===== src/dsfm_pkg.sv =====
// ----------------------------------------------------------------------------
// dsfm_pkg
// Shared constants, codes and helpers of the direct sound FIFO mixer.
// ----------------------------------------------------------------------------
`timescale 1ns / 1ps

package dsfm_pkg;

    // FIFO geometry (valid range 4..16 words)
    localparam int FIFO_WORDS = 8;
    localparam int PTR_W      = $clog2(FIFO_WORDS);
    localparam int FILL_W     = $clog2(FIFO_WORDS + 1);
    localparam int SUM_W      = $clog2(2 * FIFO_WORDS);

    localparam logic [FILL_W-1:0] FILL_FULL = FILL_W'(FIFO_WORDS);
    localparam logic [FILL_W-1:0] LOW_WATER = FILL_W'(3);
    localparam logic [PTR_W-1:0]  PTR_LAST  = PTR_W'(FIFO_WORDS - 1);
    localparam logic [SUM_W-1:0]  SUM_WRAP  = SUM_W'(FIFO_WORDS);

    // Byte pipe
    localparam logic [2:0] PIPE_BYTES = 3'd4;

    // Mixer constants
    localparam logic [9:0] BIAS_RESET = 10'h200;
    localparam logic [9:0] CLAMP_MAX  = 10'h3FF;
    localparam logic [9:0] AUDIO_MID  = 10'h200;

    // Tone volume codes
    localparam logic [1:0] PSG_VOL_X1   = 2'd0;
    localparam logic [1:0] PSG_VOL_X2   = 2'd1;
    localparam logic [1:0] PSG_VOL_X4   = 2'd2;
    localparam logic [1:0] PSG_VOL_MUTE = 2'd3;

    // Port layout
    localparam int S_TDATA_W = 72;
    localparam int S_TUSER_W = 3;
    localparam int M_TDATA_W = 24;
    localparam int M_TUSER_W = 1;
    localparam int CFG_ADDR_W = 3;
    localparam int CFG_DATA_W = 10;

    localparam int OUT_DMA_A_BIT = 0;
    localparam int OUT_DMA_B_BIT = 1;
    localparam int OUT_LEFT_LSB  = 2;
    localparam int OUT_RIGHT_MSB = 21;
    localparam int OUT_MIX_BIT   = 0;

    typedef enum logic [1:0] {
        CMD_FIFO_WRITE = 2'd0,
        CMD_TIMER      = 2'd1,
        CMD_MIX        = 2'd2
    } cmd_t;

    typedef enum logic [CFG_ADDR_W-1:0] {
        REG_MASTER_ENABLE    = 3'd0,
        REG_PSG_VOLUME       = 3'd1,
        REG_PSG_MASTER_LEFT  = 3'd2,
        REG_PSG_MASTER_RIGHT = 3'd3,
        REG_PSG_ENABLE_MASK  = 3'd4,
        REG_FIFO_CONTROL     = 3'd5,
        REG_BIAS_LEVEL       = 3'd6
    } cfg_reg_t;

    typedef enum logic {
        ST_IDLE,
        ST_EXEC
    } state_t;

    // Tone gain x1 / x2 / x4 / mute, as shifts
    function automatic logic signed [11:0] psg_scale(input logic signed [9:0] s,
                                                     input logic [1:0] vol);
        logic signed [11:0] r;
        unique case (vol)
            PSG_VOL_X1:   r = {{2{s[9]}}, s};
            PSG_VOL_X2:   r = {s[9], s, 1'b0};
            PSG_VOL_X4:   r = {s, 2'b00};
            PSG_VOL_MUTE: r = '0;
        endcase
        return r;
    endfunction

endpackage


===== src/direct_sound_fifo_mixer_unit.sv =====
// ----------------------------------------------------------------------------
// direct_sound_fifo_mixer_unit
// Two direct sound sample FIFOs with refill pipes and a stereo tone mixer.
// ----------------------------------------------------------------------------
// Usage:
//   Input stream (s_*): one request per command. s_tuser carries the command
//   and FIFO select, s_tdata the FIFO word, timer number and four tone samples.
//   Output stream (m_*): exactly one result per request, in order. m_tuser is
//   the mix flag, m_tdata the two DMA request bits and the stereo sample.
//   Config port: cfg_we writes cfg_wdata to register cfg_addr;
//   write only while no request is in flight.
// Timing:
//   A request is taken in the idle state; the FIFO memories are read at that
//   edge and the update and result are formed in the execute state, which
//   holds while the output register is full. No new request is taken before
//   the result is registered, due to the two-step synchronous memory read.
// Reset:
//   Config registers, fill counts, pointers, pipes and latches clear (bias
//   returns to 512). FIFO memory contents are not cleared; no sweep is needed.
// Stall:
//   A result waits in the output register; one more request is taken
//   meanwhile and then holds in its execute state until the register frees.
// ----------------------------------------------------------------------------
`timescale 1ns / 1ps

module direct_sound_fifo_mixer_unit (
    input  logic                               aclk,
    input  logic                               aresetn,
    // config write port
    input  logic                               cfg_we,
    input  logic [dsfm_pkg::CFG_ADDR_W-1:0]    cfg_addr,
    input  logic [dsfm_pkg::CFG_DATA_W-1:0]    cfg_wdata,
    // request stream
    input  logic                               s_tvalid,
    output logic                               s_tready,
    // fifo_word[31:0], timer_number[33:32], tone1[41:34], tone2[49:42],
    // tone3[57:50], tone4[65:58], zero pad above
    input  logic [dsfm_pkg::S_TDATA_W-1:0]     s_tdata,
    // command[1:0], fifo_select[2]
    input  logic [dsfm_pkg::S_TUSER_W-1:0]     s_tuser,
    // result stream
    output logic                               m_tvalid,
    input  logic                               m_tready,
    // dma_request_a[0], dma_request_b[1], left_out[11:2], right_out[21:12],
    // zero pad above
    output logic [dsfm_pkg::M_TDATA_W-1:0]     m_tdata,
    // mix_valid[0]
    output logic [dsfm_pkg::M_TUSER_W-1:0]     m_tuser
);

    localparam int PTR_W  = dsfm_pkg::PTR_W;
    localparam int FILL_W = dsfm_pkg::FILL_W;
    localparam int SUM_W  = dsfm_pkg::SUM_W;

    // ---------------- config registers ----------------
    logic       master_enable_reg;
    logic [1:0] psg_volume_reg;
    logic [2:0] psg_master_left_reg;
    logic [2:0] psg_master_right_reg;
    logic [7:0] psg_enable_mask_reg;
    logic [7:0] fifo_control_reg;
    logic [9:0] bias_level_reg;

    always_ff @(posedge aclk) begin
        if (!aresetn) begin
            master_enable_reg    <= 1'b0;
            psg_volume_reg       <= '0;
            psg_master_left_reg  <= '0;
            psg_master_right_reg <= '0;
            psg_enable_mask_reg  <= '0;
            fifo_control_reg     <= '0;
            bias_level_reg       <= dsfm_pkg::BIAS_RESET;
        end else if (cfg_we) begin
            unique case (cfg_addr)
                dsfm_pkg::REG_MASTER_ENABLE:    master_enable_reg    <= cfg_wdata[0];
                dsfm_pkg::REG_PSG_VOLUME:       psg_volume_reg       <= cfg_wdata[1:0];
                dsfm_pkg::REG_PSG_MASTER_LEFT:  psg_master_left_reg  <= cfg_wdata[2:0];
                dsfm_pkg::REG_PSG_MASTER_RIGHT: psg_master_right_reg <= cfg_wdata[2:0];
                dsfm_pkg::REG_PSG_ENABLE_MASK:  psg_enable_mask_reg  <= cfg_wdata[7:0];
                dsfm_pkg::REG_FIFO_CONTROL:     fifo_control_reg     <= cfg_wdata[7:0];
                dsfm_pkg::REG_BIAS_LEVEL:       bias_level_reg       <= cfg_wdata[9:0];
                default: ;
            endcase
        end
    end

    // ---------------- sequencer ----------------
    dsfm_pkg::state_t state_reg, state_next;
    logic accept;
    logic exec_go;

    always_comb begin
        state_next = state_reg;
        unique case (state_reg)
            dsfm_pkg::ST_IDLE: if (accept)  state_next = dsfm_pkg::ST_EXEC;
            dsfm_pkg::ST_EXEC: if (exec_go) state_next = dsfm_pkg::ST_IDLE;
        endcase
    end

    always_comb begin
        s_tready = 1'b0;
        exec_go  = 1'b0;
        unique case (state_reg)
            dsfm_pkg::ST_IDLE: s_tready = 1'b1;
            dsfm_pkg::ST_EXEC: exec_go  = !m_tvalid || m_tready;
        endcase
    end

    assign accept = s_tvalid && s_tready;

    always_ff @(posedge aclk) begin
        if (!aresetn) begin
            state_reg <= dsfm_pkg::ST_IDLE;
        end else begin
            state_reg <= state_next;
        end
    end

    // ---------------- request registers ----------------
    logic [1:0]       item_cmd_reg;
    logic             item_sel_reg;
    logic [31:0]      item_word_reg;
    logic [1:0]       item_timer_reg;
    logic [3:0][7:0]  item_tones_reg;

    always_ff @(posedge aclk) begin
        if (accept) begin
            item_cmd_reg   <= s_tuser[1:0];
            item_sel_reg   <= s_tuser[2];
            item_word_reg  <= s_tdata[31:0];
            item_timer_reg <= s_tdata[33:32];
            item_tones_reg <= s_tdata[65:34];
        end
    end

    // ---------------- FIFO state ----------------
    logic [FILL_W-1:0] fifo_fill_reg  [2];
    logic [FILL_W-1:0] fifo_fill_next [2];
    logic [PTR_W-1:0]  rd_ptr_reg     [2];
    logic [PTR_W-1:0]  rd_ptr_next    [2];
    logic [31:0]       pipe_word_reg  [2];
    logic [31:0]       pipe_word_next [2];
    logic [2:0]        pipe_count_reg [2];
    logic [2:0]        pipe_count_next[2];
    logic [7:0]        latch_reg      [2];
    logic [7:0]        latch_next     [2];
    logic [1:0]        dma_req;
    logic [1:0]        mem_we;
    logic [PTR_W-1:0]  wr_addr;

    // sample memories, one per FIFO so both can be read in the same cycle
    logic [31:0] fifo_mem_a [dsfm_pkg::FIFO_WORDS];
    logic [31:0] fifo_mem_b [dsfm_pkg::FIFO_WORDS];
    logic [31:0] rdata_reg  [2];

    always_ff @(posedge aclk) begin
        if (mem_we[0]) begin
            fifo_mem_a[wr_addr] <= item_word_reg;
        end
        if (mem_we[1]) begin
            fifo_mem_b[wr_addr] <= item_word_reg;
        end
        // head words fetched on acceptance, used in the execute cycle
        if (accept) begin
            rdata_reg[0] <= fifo_mem_a[rd_ptr_reg[0]];
            rdata_reg[1] <= fifo_mem_b[rd_ptr_reg[1]];
        end
    end

    // tail address of the selected FIFO: (head + fill) mod depth
    logic [FILL_W-1:0] sel_fill;
    logic [SUM_W-1:0]  wr_sum;

    always_comb begin
        sel_fill = item_sel_reg ? fifo_fill_reg[1] : fifo_fill_reg[0];
        wr_sum   = SUM_W'(item_sel_reg ? rd_ptr_reg[1] : rd_ptr_reg[0]) + SUM_W'(sel_fill);
        if (wr_sum >= dsfm_pkg::SUM_WRAP) begin
            wr_addr = PTR_W'(wr_sum - dsfm_pkg::SUM_WRAP);
        end else begin
            wr_addr = PTR_W'(wr_sum);
        end
    end

    always_comb begin
        logic        served;
        logic        refill;
        logic [31:0] word;
        logic [2:0]  count;
        for (int f = 0; f < 2; f++) begin
            fifo_fill_next[f]  = fifo_fill_reg[f];
            rd_ptr_next[f]     = rd_ptr_reg[f];
            pipe_word_next[f]  = pipe_word_reg[f];
            pipe_count_next[f] = pipe_count_reg[f];
            latch_next[f]      = latch_reg[f];
            dma_req[f]         = 1'b0;
            mem_we[f]          = 1'b0;

            if (exec_go && item_cmd_reg == dsfm_pkg::CMD_FIFO_WRITE
                    && item_sel_reg == f[0] && fifo_fill_reg[f] < dsfm_pkg::FILL_FULL) begin
                mem_we[f]         = 1'b1;
                fifo_fill_next[f] = fifo_fill_reg[f] + 1'b1;
            end

            served = exec_go && item_cmd_reg == dsfm_pkg::CMD_TIMER && master_enable_reg
                     && {1'b0, fifo_control_reg[4*f+3]} == item_timer_reg;
            refill = pipe_count_reg[f] == '0 && fifo_fill_reg[f] != '0;
            word   = refill ? rdata_reg[f] : pipe_word_reg[f];
            count  = refill ? dsfm_pkg::PIPE_BYTES : pipe_count_reg[f];

            if (served) begin
                dma_req[f] = fifo_fill_reg[f] <= dsfm_pkg::LOW_WATER;
                if (refill) begin
                    fifo_fill_next[f] = fifo_fill_reg[f] - 1'b1;
                    rd_ptr_next[f]    = (rd_ptr_reg[f] == dsfm_pkg::PTR_LAST)
                                        ? '0 : rd_ptr_reg[f] + 1'b1;
                end
                if (count != '0) begin
                    latch_next[f]      = word[7:0];
                    pipe_word_next[f]  = {8'h00, word[31:8]};
                    pipe_count_next[f] = count - 1'b1;
                end else begin
                    latch_next[f] = '0;
                end
            end
        end
    end

    always_ff @(posedge aclk) begin
        for (int f = 0; f < 2; f++) begin
            if (!aresetn) begin
                fifo_fill_reg[f]  <= '0;
                rd_ptr_reg[f]     <= '0;
                pipe_word_reg[f]  <= '0;
                pipe_count_reg[f] <= '0;
                latch_reg[f]      <= '0;
            end else begin
                fifo_fill_reg[f]  <= fifo_fill_next[f];
                rd_ptr_reg[f]     <= rd_ptr_next[f];
                pipe_word_reg[f]  <= pipe_word_next[f];
                pipe_count_reg[f] <= pipe_count_next[f];
                latch_reg[f]      <= latch_next[f];
            end
        end
    end

    // ---------------- mixer ----------------
    function automatic logic [9:0] mix_channel(
        input logic [3:0]      tone_en,
        input logic [2:0]      master,
        input logic [1:0]      vol,
        input logic [3:0][7:0] tones,
        input logic [1:0]      ds_en,
        input logic [1:0]      ds_x4,
        input logic [7:0]      lat0,
        input logic [7:0]      lat1,
        input logic [9:0]      bias
    );
        logic signed [9:0]  psg_sum;
        logic signed [11:0] psg_scaled;
        logic signed [4:0]  master_gain;
        logic signed [16:0] psg_prod;
        logic signed [12:0] acc;
        logic [9:0]         clamped;
        psg_sum = '0;
        for (int t = 0; t < 4; t++) begin
            if (tone_en[t]) begin
                psg_sum = psg_sum + {{2{tones[t][7]}}, tones[t]};
            end
        end
        psg_scaled  = dsfm_pkg::psg_scale(psg_sum, vol);
        master_gain = 5'({2'b00, master}) + 5'sd1;
        psg_prod    = psg_scaled * master_gain;
        // floor divide by 32
        acc = {psg_prod[16], psg_prod[16:5]};
        if (ds_en[0]) begin
            acc = acc + (ds_x4[0] ? {{3{lat0[7]}}, lat0, 2'b00} : {{4{lat0[7]}}, lat0, 1'b0});
        end
        if (ds_en[1]) begin
            acc = acc + (ds_x4[1] ? {{3{lat1[7]}}, lat1, 2'b00} : {{4{lat1[7]}}, lat1, 1'b0});
        end
        acc = acc + {3'b000, bias};
        if (acc[12]) begin
            clamped = '0;
        end else if (acc[11:10] != 2'b00) begin
            clamped = dsfm_pkg::CLAMP_MAX;
        end else begin
            clamped = acc[9:0];
        end
        return clamped - dsfm_pkg::AUDIO_MID;
    endfunction

    logic [9:0] left_mix;
    logic [9:0] right_mix;

    always_comb begin
        left_mix  = mix_channel(psg_enable_mask_reg[3:0], psg_master_left_reg, psg_volume_reg,
                                item_tones_reg, {fifo_control_reg[5], fifo_control_reg[1]},
                                {fifo_control_reg[4], fifo_control_reg[0]},
                                latch_reg[0], latch_reg[1], bias_level_reg);
        right_mix = mix_channel(psg_enable_mask_reg[7:4], psg_master_right_reg, psg_volume_reg,
                                item_tones_reg, {fifo_control_reg[6], fifo_control_reg[2]},
                                {fifo_control_reg[4], fifo_control_reg[0]},
                                latch_reg[0], latch_reg[1], bias_level_reg);
    end

    // ---------------- result register ----------------
    logic                              out_valid_reg;
    logic [dsfm_pkg::M_TDATA_W-1:0]    out_tdata_reg;
    logic [dsfm_pkg::M_TDATA_W-1:0]    out_tdata_next;
    logic                              out_mix_reg;
    logic                              out_mix_next;

    always_comb begin
        out_tdata_next = '0;
        out_mix_next   = 1'b0;
        unique case (item_cmd_reg)
            dsfm_pkg::CMD_TIMER: begin
                out_tdata_next[dsfm_pkg::OUT_DMA_A_BIT] = dma_req[0];
                out_tdata_next[dsfm_pkg::OUT_DMA_B_BIT] = dma_req[1];
            end
            dsfm_pkg::CMD_MIX: begin
                out_mix_next = 1'b1;
                if (master_enable_reg) begin
                    out_tdata_next[dsfm_pkg::OUT_RIGHT_MSB:dsfm_pkg::OUT_LEFT_LSB] =
                        {right_mix, left_mix};
                end
            end
            default: ;
        endcase
    end

    always_ff @(posedge aclk) begin
        if (!aresetn) begin
            out_valid_reg <= 1'b0;
        end else if (exec_go) begin
            out_valid_reg <= 1'b1;
        end else if (m_tready) begin
            out_valid_reg <= 1'b0;
        end
    end

    always_ff @(posedge aclk) begin
        if (exec_go) begin
            out_tdata_reg <= out_tdata_next;
            out_mix_reg   <= out_mix_next;
        end
    end

    assign m_tvalid = out_valid_reg;
    assign m_tdata  = out_tdata_reg;
    assign m_tuser  = out_mix_reg;

endmodule


===== config.mk =====
export PLATFORM = sky130hd
export DESIGN_NAME = direct_sound_fifo_mixer_unit
export DESIGN_NICKNAME = d
export VERILOG_FILES = /design/src/dsfm_pkg.sv /design/src/direct_sound_fifo_mixer_unit.sv
export SDC_FILE = /design/constraint.sdc
export NUM_CORES = 1
export LEC_CHECK = 0
export BUFFER_PORTS_ARGS = -buffer_cell sky130_fd_sc_hd__clkbuf_2
export CAP_MARGIN = 20
export CORE_UTILIZATION = 40
export CTS_BUF_LIST = sky130_fd_sc_hd__clkbuf_2
export DETAILED_ROUTE_END_ITERATION = 8
export GPL_ROUTABILITY_DRIVEN = 0
export PLACE_DENSITY = 0.57
export SETUP_SLACK_MARGIN = 0.02
export SYNTH_ARGS = -nofsm -noshare
export SYNTH_HDL_FRONTEND = slang
export SYNTH_SLANG_ARGS = --single-unit
export TNS_END_PERCENT = 100

===== constraint.sdc =====
create_clock -name aclk -period 19 [get_ports aclk]
set_input_delay 0.95 -clock aclk [delete_from_list [all_inputs] [get_ports aclk]]
set_output_delay 0.95 -clock aclk [all_outputs]
set_load 0.03 [all_outputs]

==> impl_metrics.csv, run 1 <==
group,metric,value,unit
clock_tree,clkTransAtPathRegs,0.10,ns
global_routing,grt_pass1_wl,150.6,mm
hold_path,hold_path.class,"primary input to flip-flop",
power,powerDensity,73.19,nW/um^2
place,dp.cells,4366,
routing,vias,25890,
logic_synthesis,synth_top_area_share,0.5045,
clock_tree,clock_path_buffers,3,
setup_path,r2r_slack,5.41,ns
logic_synthesis,yosys_warnings,0,
final_layout,multi_input_comb_area,16250,um^2
sta,grt_setup_unrepaired,"false",
setup_path,crit_type,"flip-flop to flip-flop",
power,vdd_drop_max,48.80,uV
status,status,"finished, final reports clean",
logic_synthesis,synth_cells,3054,
floorplanning,num_rows,115,
setup_path,setup.worst_path.end_class,"flip-flop",
logic_synthesis,syn-cell-area,39760,um^2
logic_synthesis,synthArstFlopShare,0,
logic_synthesis,synth_commonest_cells,"668 x edfxtp_1, 289 x nand2_1, 262 x nor2_1",
global_routing,grt_start_max_net_pins,134,
global_routing,grt_usage,0.1980,
global_routing,antenna_found_initial,2,
clock_tree,cts_resized,0,
logic_synthesis,post-synth-top-count-cell,"edfxtp_1",
clock_tree,clk_latency,1.48,ns
setup_path,critPathMaxStageDelay,0.54,ns
sta,worst_pin_slew,1.128,ns
logic_synthesis,synth_edf_count,668,
setup_path,critPathLaunchType,"flip-flop",
logic_synthesis,synth_compound_area_frac,0.09233,
clock_tree,root_buffer,"clkbuf_2",
routing,drt_pass1_iterations,6,
routing,wl,97.75,mm
final_layout,finalNonFillerCells,4812,
place,post_dp_cell_area,41890,um^2
sta,setup_slack,5.405,ns
floorplanning,dieArea,100700,um^2
place,io_buffers,111,
setup_path,slowest_stage,"fa_1",
setup_path,r2r_cells,55,
clock_tree,htreeDepth,4,
clock_tree,cts_buffers,197,
logic_synthesis,synth_area_per_cell,13.02,um^2
floorplanning,coreArea,98420,um^2
routing,drcViolationCount,0,
routing,vias_per_cell,5.381,
sta,fin_crit,13.59,ns
sta,min_period_over_period,0.7155,
routing,antenna_left,0,
place,dp_hpwl,63.65,mm
final_layout,synthToLayoutAreaGrowth,12.15,%
setup_path,critPathArrivalTime,14.88,ns
sta,tns,0,ns
logic_synthesis,yosys.area.top_type,"edfxtp_1",
logic_synthesis,synthMuxAreaShare,0.1078,
final_layout,seq_area,22490,um^2
final_layout,drive_gt1_frac,0.2140,
clock_tree,cts_tree,"yes",
final_layout,fillers,8994,
sta,clock.fmax,0.07356,GHz
routing,wire_per_inst,20.31,um
place,pre_cts_slack,5.463,ns
setup_path,cp_max_fo,13,
sta,relSlewSlack,0.2480,
sta,final_max_slew_viol_count,0,
logic_synthesis,synth_xor_area_frac,0.02722,
final_layout,layout.nets,3714,
sta,setup_violations,0,
global_routing,overflow,0,
floorplanning,chipHeight,317.3,um
clock_tree,post-cts-setup-buffer-count,0,
logic_synthesis,synth_seq_cells,789,
logic_synthesis,ys_top_cells_by_area,"edfxtp_1 50%, mux4_2 7.3%, dfxtp_1 6.1%, ha_1 6.0%, fa_1 3.1%",
final_layout,fin_area,44590,um^2
setup_path,critPathMostFrequentCell,"ha_1",
floorplanning,initial_core_util,0.4040,
logic_synthesis,ys_seq_area_frac,0.5655,
clock_tree,hold_buffers,90,
setup_path,required,20.28,ns
hold_path,hold-path-cell-count,2,
floorplanning,die_x,317.3,um
logic_synthesis,synth-adder-area-share,0.09208,
sta,fin_worst_skew,0.09613,ns
logic_synthesis,yosys.area_share.simple,0.08569,
flow_run,drv_cap,0,
logic_synthesis,synth_top_family_by_area,"multiplexers",
power,p_leak,16.57,nW
sta,finalHoldViolations,0,
clock_tree,cts_num_sinks,789,
floorplanning,io_pins,120,
logic_synthesis,synth.distinct_cells,90,
power,power,3.264,mW
logic_synthesis,synthFlopType,"edfxtp_1",
routing,first_iter_violations,1555,
global_routing,grt_pass1_vias,26930,
[logic make-up (layout without fill, tap and decap cells)]
kind of cell	count (synthesis)	in the layout
multiplexers	254	254
AO/OA/AOI/OAI	561	561
buffers and inverters	305	769
flip-flops	789	789
XOR/XNOR	122	122
AND/OR/NAND/NOR	765	765
adder cells (fa/ha/maj)	257	257
other	1	8
[metrics by stage]
step	util	hold slack (ns)
2_1_floorplan	-	0.4488
3_3_place_gp	0.4255	0.4559
3_5_place_dp	0.4256	0.4722
4_1_cts	0.4527	0.01056
5_1_grt	0.4530	0.03865
6_report	0.4531	0.2220
[path summary, 6_finish.rpt]
kind | start | end
max | psg_enable_mask_reg[4] | m_tdata[12]
min | s_tdata[11] | item_word_reg[11]
max reg2reg | psg_enable_mask_reg[4] | m_tdata[12]
min reg2reg | rdata_reg[0][58] | pipe_word_reg[1][18]
[cell type report]
| type | instances | share of cell area |
|---|---|---|
| tap | 1287 | 0.03611 |
| sequential | 789 | 0.5045 |
| clock buffer | 286 | 0.03210 |
| antenna | 6 | 0.0003367 |
| timing repair buffer | 241 | 0.03976 |
| inverter | 180 | 0.01518 |
| multi-input combinational | 1961 | 0.3645 |
| clock inverter | 62 | 0.007520 |
[layer usage]
metal / vias to the layer above / global-route usage / part of all wire
li1: 12100 / - / -
met3: 180 / 0.03561 / 0.052
met4: 0 / 0.07601 / 0.030
met5: - / 0 / 0
met1: 12900 / 0.2444 / 0.42
met2: 711 / 0.3442 / 0.50
[cell usage in the layout, fill, tap and decap left out, types with 10 or more instances in the layout]
cell / netlist / final
a211o_1: 10 / 10
o21a_1: 50 / 50
a21o_1: 41 / 41
dlygate4sd3_1: 0 / 90
clkinv_1: 5 / 48
or3_1: 11 / 11
a21oi_1: 190 / 188
o211ai_1: 15 / 15
a311oi_1: 32 / 32
clkbuf_2: 0 / 397
xnor2_1: 85 / 85
nor2_1: 262 / 250
fa_1: 61 / 61
o21ai_0: 74 / 74
xor2_1: 36 / 36
nor2_4: 0 / 12
o21bai_1: 21 / 21
nand3_1: 26 / 26
or2_2: 16 / 16
nand2_1: 289 / 289
and2_1: 22 / 22
mux2i_1: 21 / 21
nand2b_1: 28 / 28
a22oi_1: 18 / 18
nor3_1: 34 / 30
buf_4: 2 / 38
edfxtp_1: 668 / 668
mux2_2: 104 / 104
inv_1: 173 / 173
dfxtp_1: 121 / 115
mux4_2: 128 / 128
o31ai_1: 26 / 26
nor2b_1: 28 / 27
a211oi_1: 11 / 11
ha_1: 190 / 190
a31oi_1: 12 / 10
[critical path: cells and delay by family, from the launching register on]
| family | cells | cell delay, ns |
|---|---|---|
| adder cells (fa/ha/maj) | 11 | 3.94 |
| AND/OR/NAND/NOR | 14 | 2.57 |
| multiplexers | 3 | 0.85 |
| AO/OA/AOI/OAI | 20 | 4.55 |
| buffers and inverters | 2 | 0.09 |
| flip-flops | 1 | 0.46 |
| XOR/XNOR | 5 | 0.95 |
[where the power goes]
part | total [mW] | leakage, nW | internal, mW | switching [mW]
clock network | 1.12 | 1.35 | 0.428 | 0.695
registers | 1.94 | 7.07 | 1.90 | 0.0367
logic | 0.202 | 8.15 | 0.0819 | 0.120
(Power assumes the default switching activity.)
==> inputs of run 2 (changes only) <==
--- a/config.mk
+++ b/config.mk
@@ -5,6 +5,7 @@
 export SDC_FILE = /design/constraint.sdc
 export NUM_CORES = 1
 export LEC_CHECK = 0
+export ABC_AREA = 1
 export BUFFER_PORTS_ARGS = -buffer_cell sky130_fd_sc_hd__clkbuf_2
 export CAP_MARGIN = 20
 export CORE_UTILIZATION = 40
==> constraint.sdc (replaced) <==
create_clock -name aclk -period 13.4 [get_ports aclk]
set_input_delay 0.67 -clock aclk [delete_from_list [all_inputs] [get_ports aclk]]
set_output_delay 0.67 -clock aclk [all_outputs]
set_load 0.03 [all_outputs]
==> impl_metrics.csv, run 2 <==
group,metric,value,unit
status,status,"finished, final reports clean",
power,power_frac_clock,0.344,
floorplanning,die_x,317.7,um
clock_tree,cts_buffers,203,
routing,drt_pass1_iterations,8,
routing,first_iter_violations,2153,
clock_tree,hold_buffers,173,
logic_synthesis,syn-cell-area,39860,um^2
flow_run,drv_cap,0,
setup_path,cp_max_fo,11,
logic_synthesis,synth_seq_cells,789,
sta,finalHoldViolations,0,
clock_tree,post-cts-setup-buffer-count,0,
sta,holdWs,0.2670,ns
final_layout,final_common_cell,"nor2_1",
clock_tree,cts_resized,0,
setup_path,crit_type,"flip-flop to flip-flop",
sta,relSlewSlack,0.2722,
final_layout,layout.nets,4737,
routing,antenna_left,0,
clock_tree,cts_tree,"yes",
routing,vias,30050,
floorplanning,dieArea,100900,um^2
sta,tns,0,ns
setup_path,r2r_cells,52,
clock_tree,clock_path_buffers,3,
routing,drcViolationCount,0,
setup_path,setup.worst_path.end_class,"flip-flop",
final_layout,synthToLayoutAreaGrowth,14.18,%
logic_synthesis,synth.distinct_cells,57,
clock_tree,clkTransAtPathRegs,0.09,ns
logic_synthesis,synthFlopType,"edfxtp_1",
sta,fin_worst_skew,0.1072,ns
logic_synthesis,synthArstFlopShare,0,
final_layout,drive_gt1_frac,0.1298,
power,p_leak,18.35,nW
setup_path,reg2reg_to,"m_tdata[15]",
setup_path,crit_buf_inv,5,
place,io_buffers,111,
logic_synthesis,yosys.area.top_type,"edfxtp_1",
sta,setup_violations,0,
setup_path,required,14.53,ns
power,p_seq_frac,0.562,
hold_path,hold_path.class,"primary input to flip-flop",
global_routing,grt_pass1_wl,162.0,mm
sta,grt_setup_unrepaired,"false",
clock_tree,root_buffer,"clkbuf_2",
power,switching_share,0.2777,
floorplanning,coreArea,98560,um^2
setup_path,critPathLaunchType,"flip-flop",
final_layout,fin_area,45510,um^2
place,dp_hpwl,66.48,mm
setup_path,slowest_stage,"fa_1",
logic_synthesis,synth_cells,4026,
final_layout,fin_util,0.4617,
routing,wire_per_inst,17.85,um
floorplanning,initial_core_util,0.4044,
setup_path,r2r_slack,2.10,ns
logic_synthesis,synth_commonest_cells,"698 x nor2_1, 668 x edfxtp_1, 555 x nand2_1",
sta,clock.fmax,0.08847,GHz
sta,fin_crit,11.30,ns
logic_synthesis,synth_area_per_cell,9.900,um^2
global_routing,antenna_found_initial,4,
setup_path,rr_startpoint,"psg_enable_mask_reg[4]",
final_layout,fillers,9393,
floorplanning,io_pins,120,
global_routing,grt_pass1_vias,29210,
logic_synthesis,ys_top_cells_by_area,"edfxtp_1 50%, nor2_1 6.6%, dfxtp_1 6.1%, ha_1 6.0%, o21ai_0 5.7%",
logic_synthesis,ys_seq_area_frac,0.5640,
setup_path,crit_start,"psg_enable_mask_reg[4]",
logic_synthesis,post-synth-top-count-cell,"nor2_1",
routing,vias_per_cell,5.134,
final_layout,final_cell_mix,"679 x nor2_1, 668 x edfxtp_1, 555 x nand2_1",
logic_synthesis,synth_edf_count,668,
global_routing,grt_usage,0.2077,
sta,final_max_slew_viol_count,0,
logic_synthesis,synth_top_area_share,0.5033,
routing,wl,104.4,mm
power,powerDensity,107.4,nW/um^2
power,power,4.890,mW
floorplanning,chipHeight,317.7,um
clock_tree,clk_latency,1.48,ns
floorplanning,num_rows,115,
power,intPower,3.532,mW
setup_path,crit_end,"m_tdata[15]",
clock_tree,htreeDepth,4,
setup_path,critPathArrivalTime,12.43,ns
global_routing,overflow,0,
power,p_comb_frac,0.093,
setup_path,path_depth,52,
setup_path,crit_family,"adder cells",
global_routing,grt_start_max_net_pins,75,
sta,min_period_over_period,0.8435,
sta,worst_pin_slew,1.092,ns
setup_path,critPathMaxStageDelay,0.55,ns
place,post_dp_cell_area,41830,um^2
power,power_switching,1.358,mW
clock_tree,cts_num_sinks,789,
power,vdd_drop_max,78.63,uV
logic_synthesis,yosys_warnings,0,
## run 2: changes by cell type in the layout (fill, tap and decap cells not counted), moves of 94 or more
cell / previous run / this run
nor2_1: 250 / 679
o21ai_0: 74 / 455
a31oi_1: 10 / 104
inv_1: 173 / 324
nand2_1: 289 / 555
mux4_2: 128 / 0
## run 2: worst min-delay path by stage
stage / start / endpoint / slack [ns] / depth (start not counted)
after global placement: pipe_word_reg[1][19] / pipe_word_reg[1][19] / 0.45 / 2
final: cfg_wdata[7] / fifo_control_reg[7] / 0.27 / 4
after floorplan: pipe_word_reg[0][16] / pipe_word_reg[0][16] / 0.44 / 2
after global routing: cfg_wdata[7] / fifo_control_reg[7] / 0.13 / 4
after detailed placement: pipe_word_reg[1][19] / pipe_word_reg[1][19] / 0.45 / 2
after CTS: cfg_wdata[7] / fifo_control_reg[7] / 0.1 / 4
## run 2: cell families (layout without fill, tap and decap cells)
group           count (synthesis)  in the layout  synth area share
xor+xnor                       91             91           0.02000
mux                            12             12          0.003390
flops                         789            789            0.5640
buf+inv                       514           1047           0.04903
other cells                     1              7        0.00009408
simple gates                 1477           1477            0.1510
fa+ha+maj                     251            251           0.09028
compound gates                891            891            0.1221
## run 2: metrics by stage
step	worst slack, ns	instances
CTS	2.050	5846
global route	1.049	5852
finish	2.097	5852
detailed placement	2.098	5301
floorplan	3.813	4027
global placement	2.230	5301
## run 2: area by class of cell
class                      count  area [um^2]  share of cell area
inverter                     352         1324             0.02909
clock inverter                61        356.6            0.007835
tap                         1287         1610             0.03538
antenna                        5        12.51           0.0002749
sequential                   789        22490              0.4942
timing repair buffer         323         2600             0.05713
multi-input combinational   2724        15560              0.3419
clock buffer                 311         1556             0.03420
## run 2: tightest hold or removal path: cells and delay by family
family	cells	cell delay, ns
buf+inv	2	0.77
simple gates	2	0.18
## run 2: power by group through the flow
stage          logic [mW]  clock network, mW  registers (mW)
2_1_floorplan       0.297                  0            2.79
3_3_place_gp        0.413                  0            2.81
3_5_place_dp        0.417                  0            2.81
4_1_cts             0.457               1.75            2.75
5_1_grt             0.518               1.88            2.76
6_report            0.456               1.68            2.75
## run 2: per-layer routing
metal	share of wire	vias to the layer above	GRT usage
met4	0.031	2	0.08608
met1	0.45	14330	0.2695
met2	0.47	741	0.3430
met5	0.000077	-	0
li1	-	14790	-
met3	0.050	192	0.03636
